`config.mk`:
```
export PLATFORM = sky130hd
export DESIGN_NAME = peak_hold_fade_intensity
export DESIGN_NICKNAME = d
export VERILOG_FILES = /design/src/rtl/core/phfi_pkg.sv /design/src/rtl/core/phfi_ctrl.sv /design/src/rtl/core/phfi_datapath.sv /design/src/rtl/core/peak_hold_fade_intensity.sv
export SDC_FILE = /design/constraint.sdc
export NUM_CORES = 1
export LEC_CHECK = 0
export BUFFER_PORTS_ARGS = -buffer_cell sky130_fd_sc_hd__buf_2
export CAP_MARGIN = 20
export CORE_ASPECT_RATIO = 1.25
export CORE_MARGIN = 2
export CORE_UTILIZATION = 60
export CTS_CLUSTER_SIZE = 25
export DETAILED_ROUTE_END_ITERATION = 10
export GPL_TIMING_DRIVEN = 0
export PLACE_DENSITY = 0.77
export SYNTH_ARGS = -nofsm -noshare
export SYNTH_HDL_FRONTEND = slang
export SYNTH_SLANG_ARGS = --single-unit
```
`constraint.sdc`:
```
create_clock -name clk -period 7.3 [get_ports clk]
set_clock_uncertainty 0.15 [all_clocks]
set_input_delay 0.73 -clock clk [delete_from_list [all_inputs] [get_ports clk]]
set_output_delay 0.73 -clock clk [all_outputs]
set_load 0.005 [all_outputs]
```
`src/rtl/core/phfi_pkg.sv`:
```
// shared types and constants for the peak hold fade intensity block
`default_nettype none

package phfi_pkg;

  // field widths
  localparam int LEVEL_W     = 13;
  localparam int GROUP_W     = 4;
  localparam int PEAK_W      = 12;
  localparam int STEP_W      = 13;
  localparam int INTENSITY_W = 13;

  // stream payload widths, padded to whole bytes
  localparam int IN_TDATA_W  = 16;
  localparam int OUT_TDATA_W = 16;

  // level conditioning
  localparam int LEVEL_CLAMP = 4094;
  localparam int LEVEL_FLOOR = 1000;
  localparam int LEVEL_SPAN  = 4095;
  localparam int SPAN_LOG    = 12;

  // one step of the sequencer per field, at most one high at a time
  typedef struct packed {
    logic capture;
    logic update;
    logic scale;
    logic atten;
    logic divide;
    logic emit;
  } phfi_cmd_t;

endpackage

`default_nettype wire

```
`src/rtl/core/phfi_ctrl.sv`:
```
// sequencer for one request at a time through the datapath
`default_nettype none

module phfi_ctrl (
  input  logic                clk,
  input  logic                rst,
  input  logic                s_tvalid,
  output logic                s_tready,
  output logic                m_tvalid,
  input  logic                m_tready,
  output phfi_pkg::phfi_cmd_t cmd
);
  import phfi_pkg::*;

  typedef enum logic [2:0] {
    S_IDLE,
    S_UPDATE,
    S_SCALE,
    S_ATTEN,
    S_DIVIDE,
    S_EMIT
  } state_t;

  state_t state;
  logic   out_free;

  assign out_free = !m_tvalid || m_tready;

  always_comb begin
    cmd         = '0;
    cmd.capture = s_tvalid && s_tready;
    cmd.update  = (state == S_UPDATE);
    cmd.scale   = (state == S_SCALE);
    cmd.atten   = (state == S_ATTEN);
    cmd.divide  = (state == S_DIVIDE);
    cmd.emit    = (state == S_EMIT) && out_free;
  end

  always_ff @(posedge clk) begin
    if (rst) begin
      state    <= S_IDLE;
      s_tready <= 1'b1;
      m_tvalid <= 1'b0;
    end else begin
      // a new result replaces the one taken at this edge
      if (cmd.emit) begin
        m_tvalid <= 1'b1;
      end else if (m_tvalid && m_tready) begin
        m_tvalid <= 1'b0;
      end
      unique case (state)
        S_IDLE: begin
          if (s_tvalid && s_tready) begin
            state    <= S_UPDATE;
            s_tready <= 1'b0;
          end
        end
        S_UPDATE: state <= S_SCALE;
        S_SCALE:  state <= S_ATTEN;
        S_ATTEN:  state <= S_DIVIDE;
        S_DIVIDE: state <= S_EMIT;
        S_EMIT: begin
          // wait here until the output register is free
          if (out_free) begin
            state    <= S_IDLE;
            s_tready <= 1'b1;
          end
        end
        default: state <= S_IDLE;
      endcase
    end
  end

`ifndef SYNTH
  a_ready_idle: assert property (@(posedge clk) disable iff (rst)
    s_tready == (state == S_IDLE))
    else $error("ready out of step with idle state");

  a_accept_next: assert property (@(posedge clk) disable iff (rst)
    (s_tvalid && s_tready) |=> (state == S_UPDATE && !s_tready))
    else $error("accepted request did not start update");

  a_emit_valid: assert property (@(posedge clk) disable iff (rst)
    cmd.emit |=> (m_tvalid && state == S_IDLE))
    else $error("emitted result not offered");

  a_cmd_single: assert property (@(posedge clk) disable iff (rst)
    $onehot0({cmd.capture, cmd.update, cmd.scale, cmd.atten, cmd.divide, cmd.emit}))
    else $error("more than one datapath command");
`endif

endmodule

`default_nettype wire

```
`src/rtl/core/phfi_datapath.sv`:
```
// group state memory, fade update and intensity arithmetic
`default_nettype none

module phfi_datapath #(
  parameter int GROUPS     = 16,
  parameter int FULL_SCALE = 4096
) (
  input  logic                                clk,
  input  logic                                rst,
  input  phfi_pkg::phfi_cmd_t                 cmd,
  input  logic [phfi_pkg::LEVEL_W-1:0]        level,
  input  logic [phfi_pkg::GROUP_W-1:0]        group,
  input  logic                                cfg_wen,
  input  logic [phfi_pkg::STEP_W-1:0]         cfg_wdata,
  output logic [phfi_pkg::INTENSITY_W-1:0]    intensity,
  output logic [phfi_pkg::GROUP_W-1:0]        group_out
);
  import phfi_pkg::*;

  localparam int AW  = (GROUPS > 1) ? $clog2(GROUPS) : 1;
  localparam int FW  = $clog2(FULL_SCALE + 1);
  localparam int SW  = ((FW > STEP_W) ? FW : STEP_W) + 1;
  localparam int MW  = FW + PEAK_W;
  localparam int RW  = (FW > INTENSITY_W) ? FW : INTENSITY_W;

  // level * FULL_SCALE / 4095 as one multiply by a combined reciprocal
  localparam int N1  = PEAK_W + FW;
  localparam int S1  = N1 + SPAN_LOG;
  localparam int C1W = N1 + FW + 1;
  localparam int P1W = PEAK_W + C1W;
  localparam logic [63:0] M1 =
    ((64'd1 << S1) + 64'(LEVEL_SPAN) - 64'd1) / 64'(LEVEL_SPAN);
  localparam logic [63:0] C1_FULL = M1 * 64'(FULL_SCALE);
  localparam logic [C1W-1:0] C1 = C1_FULL[C1W-1:0];

  // product / FULL_SCALE by reciprocal
  localparam int N2  = 2 * FW;
  localparam int L2  = $clog2(FULL_SCALE);
  localparam int S2  = N2 + L2;
  localparam int M2W = N2 + 1;
  localparam int P2W = N2 + M2W;
  localparam logic [63:0] M2_FULL =
    ((64'd1 << S2) + 64'(FULL_SCALE) - 64'd1) / 64'(FULL_SCALE);
  localparam logic [M2W-1:0] M2 = M2_FULL[M2W-1:0];

  localparam logic [FW-1:0] FS_F = FW'(FULL_SCALE);

  logic [STEP_W-1:0] fade_step;
  logic [GROUPS-1:0] valid_bits;
  logic [MW-1:0]     mem [GROUPS];

  logic [PEAK_W-1:0] lvl_c;
  logic              in_range_c;
  logic [AW-1:0]     addr_c;

  logic [PEAK_W-1:0] lvl_r;
  logic [GROUP_W-1:0] group_r;
  logic              in_range_r;
  logic              rd_hit;
  logic [MW-1:0]     rd_word;

  logic [PEAK_W-1:0] peak_cur;
  logic [FW-1:0]     fade_cur;
  logic [SW-1:0]     fade_sum;
  logic [PEAK_W-1:0] new_peak;
  logic [FW-1:0]     new_fade;
  logic [AW-1:0]     wr_addr;

  logic [PEAK_W-1:0] peak_r;
  logic [FW-1:0]     fade_r;
  logic [FW-1:0]     cur_s;
  logic [FW-1:0]     pk_s;
  logic [N2-1:0]     prod_r;
  logic [FW-1:0]     faded_r;

  logic [PEAK_W-1:0] scale_in;
  logic [P1W-1:0]    scale_prod;
  logic [FW-1:0]     scale_out;
  logic [P2W-1:0]    div_prod;
  logic [FW-1:0]     result;
  logic [RW-1:0]     res_ext;

  // input conditioning: clamp high, zero below the floor
  always_comb begin
    if (level > LEVEL_W'(LEVEL_CLAMP)) begin
      lvl_c = PEAK_W'(LEVEL_CLAMP);
    end else if (level < LEVEL_W'(LEVEL_FLOOR)) begin
      lvl_c = '0;
    end else begin
      lvl_c = level[PEAK_W-1:0];
    end
  end

  assign in_range_c = (32'(group) < 32'(GROUPS));
  assign addr_c     = AW'(group);
  assign wr_addr    = AW'(group_r);

  always_ff @(posedge clk) begin
    if (rst) begin
      fade_step <= '0;
    end else if (cfg_wen) begin
      fade_step <= cfg_wdata;
    end
  end

  always_ff @(posedge clk) begin
    if (cmd.capture) begin
      lvl_r      <= lvl_c;
      group_r    <= group;
      in_range_r <= in_range_c;
      rd_hit     <= in_range_c && valid_bits[addr_c];
      if (in_range_c) begin
        rd_word <= mem[addr_c];
      end
    end
  end

  // entries never written read as peak zero, fade at full scale
  assign peak_cur = rd_hit ? rd_word[PEAK_W-1:0] : '0;
  assign fade_cur = rd_hit ? rd_word[MW-1:PEAK_W] : FS_F;
  assign fade_sum = SW'(fade_cur) + SW'(fade_step);

  always_comb begin
    if (lvl_r >= peak_cur) begin
      new_peak = lvl_r;
      new_fade = '0;
    end else if (fade_sum >= SW'(FULL_SCALE)) begin
      new_peak = lvl_r;
      new_fade = FS_F;
    end else begin
      new_peak = peak_cur;
      new_fade = fade_sum[FW-1:0];
    end
  end

  always_ff @(posedge clk) begin
    if (rst) begin
      valid_bits <= '0;
    end else if (cmd.update && in_range_r) begin
      valid_bits[wr_addr] <= 1'b1;
    end
  end

  always_ff @(posedge clk) begin
    if (cmd.update && in_range_r) begin
      mem[wr_addr] <= {new_fade, new_peak};
    end
  end

  // shared scaling multiplier: current level first, then the peak
  assign scale_in   = cmd.update ? lvl_r : peak_r;
  assign scale_prod = P1W'(scale_in) * P1W'(C1);
  assign scale_out  = scale_prod[S1 +: FW];

  assign div_prod = P2W'(prod_r) * P2W'(M2);

  always_ff @(posedge clk) begin
    if (cmd.update) begin
      peak_r <= new_peak;
      fade_r <= new_fade;
      cur_s  <= scale_out;
    end
    if (cmd.scale) begin
      pk_s <= scale_out;
    end
    if (cmd.atten) begin
      prod_r <= N2'(pk_s) * N2'(FS_F - fade_r);
    end
    if (cmd.divide) begin
      faded_r <= div_prod[S2 +: FW];
    end
  end

  assign result  = (cur_s > faded_r) ? cur_s : faded_r;
  assign res_ext = RW'(result);

  always_ff @(posedge clk) begin
    if (cmd.emit) begin
      intensity <= in_range_r ? res_ext[INTENSITY_W-1:0] : '0;
      group_out <= group_r;
    end
  end

endmodule

`default_nettype wire

```
`src/rtl/core/peak_hold_fade_intensity.sv`:
```
// top level: per-group peak hold with linear fade, stream in and out
// a request is accepted only in idle and is not overlapped with the one before it;
// the sequencer steps update, two scaling multiplies, attenuation multiply, divide
//   and emit, and emit waits until the output register is free
// reset: synchronous rst clears fade_step, group valid bits and handshakes;
//   groups read as peak zero and fade full scale until first updated
`default_nettype none

module peak_hold_fade_intensity #(
  parameter int GROUPS     = 16,
  parameter int FULL_SCALE = 4096
) (
  input  logic                                 clk,
  input  logic                                 rst,
  input  logic                                 s_tvalid,
  output logic                                 s_tready,
  input  logic [phfi_pkg::IN_TDATA_W-1:0]      s_tdata,  // level[12:0]
  input  logic [phfi_pkg::GROUP_W-1:0]         s_tuser,  // group[3:0]
  output logic                                 m_tvalid,
  input  logic                                 m_tready,
  output logic [phfi_pkg::OUT_TDATA_W-1:0]     m_tdata,  // intensity[12:0]
  output logic [phfi_pkg::GROUP_W-1:0]         m_tuser,  // group_out[3:0]
  input  logic                                 cfg_wen,
  input  logic [phfi_pkg::STEP_W-1:0]          cfg_wdata // fade_step
);
  import phfi_pkg::*;

  phfi_cmd_t              cmd;
  logic [INTENSITY_W-1:0] intensity;

  phfi_ctrl u_ctrl (
    .clk      (clk),
    .rst      (rst),
    .s_tvalid (s_tvalid),
    .s_tready (s_tready),
    .m_tvalid (m_tvalid),
    .m_tready (m_tready),
    .cmd      (cmd)
  );

  phfi_datapath #(
    .GROUPS     (GROUPS),
    .FULL_SCALE (FULL_SCALE)
  ) u_datapath (
    .clk       (clk),
    .rst       (rst),
    .cmd       (cmd),
    .level     (s_tdata[LEVEL_W-1:0]),
    .group     (s_tuser),
    .cfg_wen   (cfg_wen),
    .cfg_wdata (cfg_wdata),
    .intensity (intensity),
    .group_out (m_tuser)
  );

  assign m_tdata = {{(OUT_TDATA_W-INTENSITY_W){1'b0}}, intensity};

endmodule

`default_nettype wire
```
Word-level counts from Yosys, hierarchy flattened
Memories as Yosys holds them, arrays and structs flattened. A register that Yosys moved wholly into a read port is not among the register bits.
Index checks and enable logic that the tools add are counted.
{ "op_classes": {"n_addsub": 2, "multipliers": 2, "div": 0, "n_lt_le_gt_ge": 8, "n_eq_ne": 7, "shifts": 0, "muxes": 23, "bitwise": 1, "n_reduce_logical": 12} }
{ "op_table": {"columns": ["op", "n"], "rows": [
  ["2-to-1 mux 12 bit", 5],
  ["2-to-1 mux 13 bit", 4],
  ["multiplier 12 x 26 -> 38 bit, second input constant", 1],
  ["multiplier 13 x 26 -> 25 bit", 1],
  ["case mux 3 bit (6 select lines)", 1],
  ["bitwise OR 16 bit", 1],
  ["adder 13 x 13 -> 14 bit", 1],
  ["greater-or-equal comparator 14 x 13 -> 1 bit, second input constant", 1],
  ["subtractor 13 x 13 -> 14 bit, first input constant", 1],
  ["> comparator 13 x 12 -> 1 bit, second input constant", 1],
  ["> comparator 13 bit", 1],
  ["less-than comparator 13 x 10 -> 1 bit, second input constant", 1],
  ["greater-or-equal comparator 12 bit", 1],
  ["less-than comparator 4 x 5 -> 1 bit, second input constant", 2],
  ["2-to-1 mux 1 bit", 8],
  ["== test 3 x 2 -> 1 bit, second input constant", 2],
  ["== test 3 bit, second input constant", 2],
  ["2-to-1 mux 3 bit", 2],
  ["binary-select mux 1 bit (select 4 bit)", 1],
  ["demux 1 bit (select 4 bit)", 1],
  ["greater-or-equal comparator 4 x 1 -> 1 bit, second input constant", 1],
  ["logical AND 1 bit", 4],
  ["nonzero test 2 bit", 2],
  ["== test 3 x 1 -> 1 bit, second input constant", 1],
  ["9 further kinds", 9]
]} }
{ "totals": {"reg_bits": 157, "latchBits": 0, "ramBits": 400, "rom_bits": 0, "in_bits": 38, "output_inout_bits": 22, "elab_cells": 73, "n_memories": 1} }
{ "memory_table": {"columns": ["memory", "words", "word_bits", "read_ports", "rd_ports_with_merged_regs", "wr", "line_no", "rtl"], "rows": [
  ["u_datapath.mem", 16, 25, 1, 1, 1, "phfi_datapath.sv:50", "logic [MW-1:0] mem [GROUPS];"]
]} }

Longest topological paths before layout
Gate-level depths: netlist (run 1).
{ "depth": {"depth_word": 5, "depth_mapped": 25, "depth_no_buf": 23} }

By module
A second synthesis (run 1) with hierarchy kept.
{ "unflattened": {"hier_cells": 1908, "area_unflattened_um2": 29235.5} }
{ "by_module_without_submodules": {"columns": ["module", "n_inst", "cells_each", "area_per_inst_um2", "seq_area_each_um2"], "rows": [
  ["phfi_datapath", 1, 1875, 28945.3, 16676.0],
  ["phfi_ctrl", 1, 29, 264.0, 100.1],
  ["peak_hold_fade_intensity", 1, 4, 26.3, 0.0]
]} }

Worst setup path after synthesis (run 1)
Ideal clock, no wire load.
{ "synth_path": {"path_kind": "reg2reg", "from": "register u_datapath.fade_r[2]", "to": "register u_datapath.prod_r[22] (data pin)", "setup_time_ns": 0.275, "arrival_ns": 6.217, "required_time_ns": 6.875, "slack_ns": 0.658, "stages_incl_launch_ff": 24, "path_buffers": 1, "synth_period_minus_slack_ns": 6.642, "cell_sequence": "edfxtp_1 -> nor4_1 -> nand2_1 -> or4_1 -> xor2_1 -> clkbuf_1 -> and2_1 -> fa_1 -> inv_1 -> fa_1 -> inv_1 -> fa_1 -> fa_1 -> inv_1 -> fa_1 -> inv_1 -> ha_1 -> o21a_1 -> o211ai_1 -> nor2_1 -> a211oi_2 -> a21oi_1 -> a2111oi_0 -> a2111oi_0"} }
{ "synth_via": {"elab_chain_len": 2} }
{ "synth_lines": {"columns": ["item", "line_no", "rtl"], "rows": [
  ["start: declaration", "phfi_datapath.sv:70", "logic [FW-1:0] fade_r;"],
  ["start signal: assignment", "phfi_datapath.sv:160", "fade_r <= new_fade;"],
  ["subtractor 13 x 13 -> 14 bit", "phfi_datapath.sv:167", "prod_r <= N2'(pk_s) * N2'(FS_F - fade_r);"],
  ["multiplier 13 x 26 -> 25 bit", "phfi_datapath.sv:167", null],
  ["end signal: assignment", "phfi_datapath.sv:167", null],
  ["end: declaration", "phfi_datapath.sv:73", "logic [N2-1:0] prod_r;"]
]} }
No other way between the ends.
A chain may end at the register's enable or synchronous reset.

Final worst setup path (run 1)
{ "layout_path": {"from": "register u_datapath.fade_r[0]", "to": "register u_datapath.prod_r[22] (data pin)"} }
The elaborated chain is that of the path after synthesis.

==> flow_summary.json, run 1 <==
{
  "r2r_start": "u_datapath.fade_r[0]",
  "slowest_stage": "fa_1",
  "seqCellArea_um2": 16800,
  "fmax_mhz": 142,
  "drt-initial-drc-count": 1473,
  "synthArstFlopShare_pct": 0,
  "cts_tree": "yes",
  "io_pins": 60,
  "slew_headroom_pct": 27.9,
  "cts_sinks": 570,
  "nets": 2410,
  "die-area_um2": 51000,
  "worstPathMaxFanout": 10,
  "start_util_pct": 60.9,
  "htree_levels": 2,
  "grt_start_max_net_pins": 48,
  "seq_area_frac_synth_pct": 56.9,
  "synth_area_leaders": "edfxtp_1 (55%), fa_1 (11%), mux4_2 (9.9%)",
  "synth_top_area_share_pct": 54.6,
  "clockBufferDepth": 3,
  "startpoint": "u_datapath.fade_r[0]",
  "endpoint_kind": "flop",
  "synth_cell_types": 63,
  "fillers": 3148,
  "drv_slew": 0,
  "syn_area_per_cell_um2": 15.3,
  "ant_nets": 0,
  "place_congestion": 0.904,
  "setup_viol": 0,
  "fin_ws_ns": 0.276,
  "yosys-top-cells-count": "edfxtp_1 (536), inv_1 (253), fa_1 (165), nand2_1 (148), mux4_2 (130)",
  "peakVddDrop_uv": 812,
  "ys_warn_count": 0,
  "syn2layout_area_growth_pct": 12.3,
  "outcome": "finished, final reports clean",
  "cp.required_ns": 7.48,
  "antenna_found_initial": 1,
  "detailedPlace.worstSlack_ns": -0.522,
  "yosys.area.top_type": "edfxtp_1",
  "hold_violations": 0,
  "num_vias": 16700,
  "drt-total-wl_mm": 68.5,
  "p_per_area_nw_per_um2": 453,
  "hpwl_mm": 48.3,
  "cp_top_family": "adder cells",
  "post-place-cells": 2661,
  "min_period_over_period_pct": 96.2,
  "final.min_clock_period_ns": 7.02,
  "cellInternalPower_mw": 9.07,
  "layoutNonFillerInstCount": 2776,
  "placementRows": 90,
  "multi_input_area_um2": 11600,
  "die_h_um": 252,
  "diodes": 0,
  "drive_above_1_share_pct": 18.6,
  "core_area_um2": 48400,
  "hold_class": "input port to flop",
  "avgRoutedWirePerCell_um": 24.7,
  "grt_usage_pct": 27.9,
  "io_buffers": 51,
  "p_seq_share_pct": 28.2,
  "grt_pass1_vias": 18000,
  "clk_latency_ns": 0.61,
  "power.switching_mw": 5.93,
  "finalPower_mw": 15.0,
  "critPathArrivalTime_ns": 7.21,
  "crit_buf_inv": 8,
  "synthCells": 1933,
  "power_leakage_nw": 12.5,
  "switching_share_pct": 39.6,
  "first_pass_iters": 7,
  "drc": 0,
  "clkPwrFrac_pct": 17.9,
  "maxCapViolCount": 0,
  "path_class": "flop to flop",
  "start_kind": "flop",
  "yosysMostFrequentCell": "edfxtp_1",
  "worstHoldStart": "s_tuser[3]",
  "combPwrFrac_pct": 53.9,
  "tightestPinTransition_ns": 1.08,
  "cts-buffers-inserted": 52,
  "ys_seq_elements": 570,
  "grt-ovfl-total": 0,
  "synth-edff-count": 536,
  "synth_ff_type": "edfxtp_1",
  "syn_area_um2": 29500,
  "vias_per_cell": 6.03,
  "cts_root_buf": "clkbuf_16",
  "critical-path-max-stage-delay_ns": 0.53,
  "fp.dieW_um": 202,
  "path_clk_slew_ns": 0.06,
  "grt_first_pass_wirelength_mm": 105
}
## registers in the layout (all words and copies together), names as in the netlist, 12 cells and up
register / flops
u_datapath.cur_s: 13
u_datapath.valid_bits: 16
u_datapath.pk_s: 13
u_datapath.fade_step: 13
u_datapath.prod_r: 13
u_datapath.mem: 400
u_datapath.lvl_r: 12
u_datapath.peak_r: 12
u_datapath.faded_r: 13
u_datapath.intensity: 13
u_datapath.rd_word: 25
u_datapath.fade_r: 13
## per-stage QoR
step           TNS [ns]  hold WS, ns  utilization [%]  area (um^2)
6_report              0        0.193             68.4        33100
5_1_grt         -0.0279        0.183             68.4        33100
4_1_cts               0        0.174             68.0        32900
3_5_place_dp      -1.94        0.256             64.4        31200
3_3_place_gp      -1.19        0.254             63.1        30600
2_1_floorplan         0        0.250                -        29500
## kinds of logic after synthesis
group	after synthesis	share of synthesized area, %
compound gates	93	2.13
flops	570	56.9
buf+inv	329	4.33
other cells	1	0.0127
fa+ha+maj	283	16.2
mux	180	11.7
simple gates	423	7.12
xor+xnor	54	1.60
## worst reg2reg max path, delay by kind of cell (launching register included)
family	cells	cell delay (ns)
adders and majority gates	7	3.06
AOI/OAI and AO/OA	6	1.22
and+or+nand+nor	4	0.84
DFF	1	0.41
buffers and inverters	8	0.90
xor gates and xnor gates	1	0.18
## power by group through the flow
stage | combinational, mW | sequential, mW | clock, mW
6_report | 8.08 | 4.23 | 2.69
5_1_grt | 9.17 | 4.24 | 2.82
4_1_cts | 7.84 | 4.23 | 2.71
3_5_place_dp | 7.57 | 4.30 | 0
3_3_place_gp | 7.31 | 4.30 | 0
2_1_floorplan | 5.74 | 4.25 | 0
## per-layer routing
metal	up-vias	track usage (%)	share of wire, %
met4	0	13.7	5.6
met5	-	0	0
met3	231	3.94	6.4
met1	8544	32.6	35
met2	792	50.5	53
li1	7174	-	-
## repair_timing
action,CTS,global route
hold endpoints to repair,0,0
pin swaps,2,4
setup buffers,3,6
hold buffers,0,0
endpoints found under the setup margin,8,8
resized for setup,6,16
## path summary, 6_finish.rpt
check | to | slack (ns) | cells after the start
min reg2reg | u_datapath.faded_r[9] | 0.27 | 0
max reg2reg | u_datapath.prod_r[22] | 0.28 | 26
min | u_datapath.group_r[3] | 0.19 | 1
max | u_datapath.prod_r[22] | 0.28 | 26
## layout make-up
cell class | count | share of cell area [%]
buffer | 76 | 1.01
clock buffer | 61 | 4.03
clock inverter | 36 | 1.02
inverter | 253 | 2.87
multi-input combinational | 1036 | 35.2
sequential | 570 | 50.7
tap | 644 | 2.43
timing repair buffer | 100 | 2.81
## placed cells by master (no fill, tap or decap), types with 52 or more instances in the layout
cell type    n
and2_1     105
buf_2       62
clkbuf_1    57
clkbuf_16   52
edfxtp_1   536
fa_1       164
ha_1       117
inv_1      253
mux4_2     130
nand2_1    147
nor2_1      77
Note: power is estimated with default switching activity, not from simulation.
==> inputs of run 2 (changes only) <==
- SYNTH_HIERARCHICAL: unset -> 1
==> flow_summary.json, run 2 <==
{
  "io_pins": 60,
  "clk_latency_ns": 0.62,
  "nets": 2420,
  "cts_tree": "yes",
  "syn_area_per_cell_um2": 15.3,
  "largest_reg_flops": 400,
  "peakVddDrop_uv": 548,
  "timing.rr.end": "u_datapath/prod_r[17]",
  "endpoint_kind": "flop",
  "tightestPinTransition_ns": 1.14,
  "p_per_area_nw_per_um2": 438,
  "finalPower_mw": 14.6,
  "worstHoldStart": "s_tuser[3]",
  "hold_end": "u_datapath/group_r[3]",
  "final.setup.tns_ns": 0,
  "cp.required_ns": 7.50,
  "avgRoutedWirePerCell_um": 25.0,
  "synth_ff_type": "edfxtp_1",
  "rr_worst_depth": 22,
  "cts_sinks": 570,
  "ys_warn_count": 6,
  "synth-edff-count": 536,
  "maxCapViolCount": 0,
  "num_vias": 16800,
  "start_util_pct": 60.7,
  "post-place-cells": 2641,
  "fp.dieW_um": 201,
  "ys_seq_elements": 570,
  "fmax_mhz": 141,
  "power.switching_mw": 5.84,
  "reg2reg_setup_slack_ns": 0.19,
  "core_area_um2": 48200,
  "power_leakage_nw": 12.7,
  "drv_slew": 0,
  "synthArstFlopShare_pct": 0,
  "yosysMostFrequentCell": "edfxtp_1",
  "hold_depth": 1,
  "diodes": 0,
  "p_seq_share_pct": 28.3,
  "htree_levels": 2,
  "hold_class": "input port to flop",
  "final_util_pct": 69.2,
  "clockBufferDepth": 3,
  "grt_start_max_net_pins": 28,
  "drc": 0,
  "cellInternalPower_mw": 8.77,
  "drt-initial-drc-count": 1647,
  "min_period_over_period_pct": 97.4,
  "top_register": "u_datapath/mem",
  "clkPwrFrac_pct": 18.9,
  "largestRegisters": "u_datapath/mem x400, u_datapath/rd_word x25, u_datapath/valid_bits x16",
  "combPwrFrac_pct": 52.9,
  "cts-buffers-inserted": 52,
  "grt_usage_pct": 27.8,
  "placementRows": 90,
  "synth_area_leaders": "edfxtp_1 (55%), mux4_2 (10%), fa_1 (9.1%)",
  "hold_violations": 0,
  "hpwl_mm": 47.9,
  "grt-ovfl-total": 0,
  "vias_per_cell": 6.08,
  "path_clk_slew_ns": 0.07,
  "final_cell_mix": "edfxtp_1 (536), inv_1 (223), ha_1 (161)",
  "seq_area_frac_synth_pct": 57.4,
  "start_kind": "flop",
  "yosys-top-cells-count": "edfxtp_1 (536), inv_1 (223), ha_1 (164), fa_1 (133), mux4_2 (130)",
  "outcome": "finished, final reports clean",
  "drive_above_1_share_pct": 20.3,
  "die-area_um2": 50500,
  "grt_first_pass_wirelength_mm": 104,
  "antenna_found_initial": 0,
  "ant_nets": 0,
  "switching_share_pct": 40.0,
  "hold_ws_ns": 0.151,
  "layoutNonFillerInstCount": 2771,
  "critPathArrivalTime_ns": 7.31,
  "final.min_clock_period_ns": 7.11,
  "synth_cell_types": 60,
  "io_buffers": 52,
  "worstPathMaxFanout": 10,
  "grt_pass1_vias": 17700,
  "syn2layout_area_growth_pct": 14.1,
  "setup_viol": 0,
  "r2r_start": "u_datapath/fade_r[5]",
  "first_pass_iters": 5,
  "startpoint": "u_datapath/fade_r[5]",
  "syn_area_um2": 29200,
  "yosys.area.top_type": "edfxtp_1",
  "synthCells": 1908,
  "layout_commonest_cell": "edfxtp_1",
  "drt-total-wl_mm": 69.3,
  "path_class": "flop to flop",
  "slew_headroom_pct": 23.5,
  "cts_root_buf": "clkbuf_16",
  "synth_top_area_share_pct": 55.1,
  "place_congestion": 0.909,
  "die_h_um": 251
}
==> run 2: changes by cell type in the layout (fill, tap and decap cells not counted), sizes merged, moves of 4 or more <==
cell / change
xnor2: -5
inv: -29
buf: +26
o21ai: +6
nand2: -28
and2: +6
or2: +4
ha: +46
nor2: +15
nor3: -4
fa: -32
a211oi: +5
==> run 2: final cells by class <==
class / count / area [um^2]
plain buffers: 76 / 400
clock buffers: 63 / 1340
fillers: 3166 / 14900
well taps: 644 / 806
inverters: 223 / 837
flip-flops and latches: 570 / 16800
repair buffers: 122 / 1120
clock inverters: 33 / 368
multi-input cells: 1040 / 11700
==> run 2: kinds of logic (layout without fill, tap and decap cells) <==
| logic type | count (synthesis) | after routing | share of synthesized area [%] |
|---|---|---|---|
| DFF | 570 | 570 | 57.4 |
| buffers and inverters | 300 | 517 | 4.04 |
| and+or+nand+nor | 409 | 409 | 6.83 |
| adders and majority gates | 297 | 297 | 16.1 |
| AOI/OAI and AO/OA | 102 | 102 | 2.33 |
| xor gates and xnor gates | 50 | 50 | 1.50 |
| other | 1 | 3 | 0.0128 |
| muxes | 179 | 179 | 11.8 |
==> run 2: power by group through the flow <==
stage / sequential (mW) / combinational (mW) / clock (mW)
6_report: 4.13 / 7.72 / 2.76
5_1_grt: 4.13 / 8.64 / 2.90
4_1_cts: 4.12 / 7.38 / 2.79
3_5_place_dp: 4.19 / 7.09 / 0
3_3_place_gp: 4.19 / 6.77 / 0
2_1_floorplan: 4.15 / 5.01 / 0
==> run 2: repair_timing <==
| item | CTS | global route |
|---|---|---|
| setup endpoints to repair | 13 | 8 |
| setup buffers | 7 | 12 |
| pin swaps | 4 | 11 |
| hold buffers | 0 | 0 |
| resized for setup | 33 | 43 |
==> run 2: layer usage <==
metal / global-route usage [%] / share of wire (%)
met5: 0 / 0
met4: 12.0 / 4.1
met2: 51.1 / 54
met3: 4.28 / 6.5
met1: 32.4 / 35
==> run 2: worst max path at each step <==
stage                     cells after the start                     to  slack [ns]
final                                        22  u_datapath/prod_r[17]        0.19
after global routing                         24  u_datapath/prod_r[17]       -0.02
after CTS                                    24  u_datapath/prod_r[24]       0.007
after detailed placement                     24  u_datapath/prod_r[24]       -1.16
after global placement                        6  u_datapath/mem[3][17]       -0.97
after floorplan                              21  u_datapath/prod_r[24]        0.22
==> run 2: critical path: stages, from the launching register on <==
cell,delay [ns]
edfxtp_1,0.44
nor4_4,0.41
nand2_2,0.23
nor2_4,0.19
xnor2_4,0.17
buf_8,0.18
nand2_1,0.09
fa_1,0.60
fa_1,0.45
fa_1,0.50
inv_1,0.06
fa_1,0.50
fa_1,0.55
inv_1,0.05
fa_1,0.53
inv_1,0.04
ha_1,0.36
a21o_1,0.20
a21o_1,0.18
a21oi_2,0.17
or4b_1,0.49
a31oi_1,0.19
xnor2_1,0.12
==> run 2: through the flow <==
step	cell area, um^2	worst slack, ns
after floorplan	29200	0.224
after global placement	30300	-0.970
after detailed placement	31000	-1.16
after CTS	32900	0.00702
after global routing	33300	-0.0209
final	33300	0.188
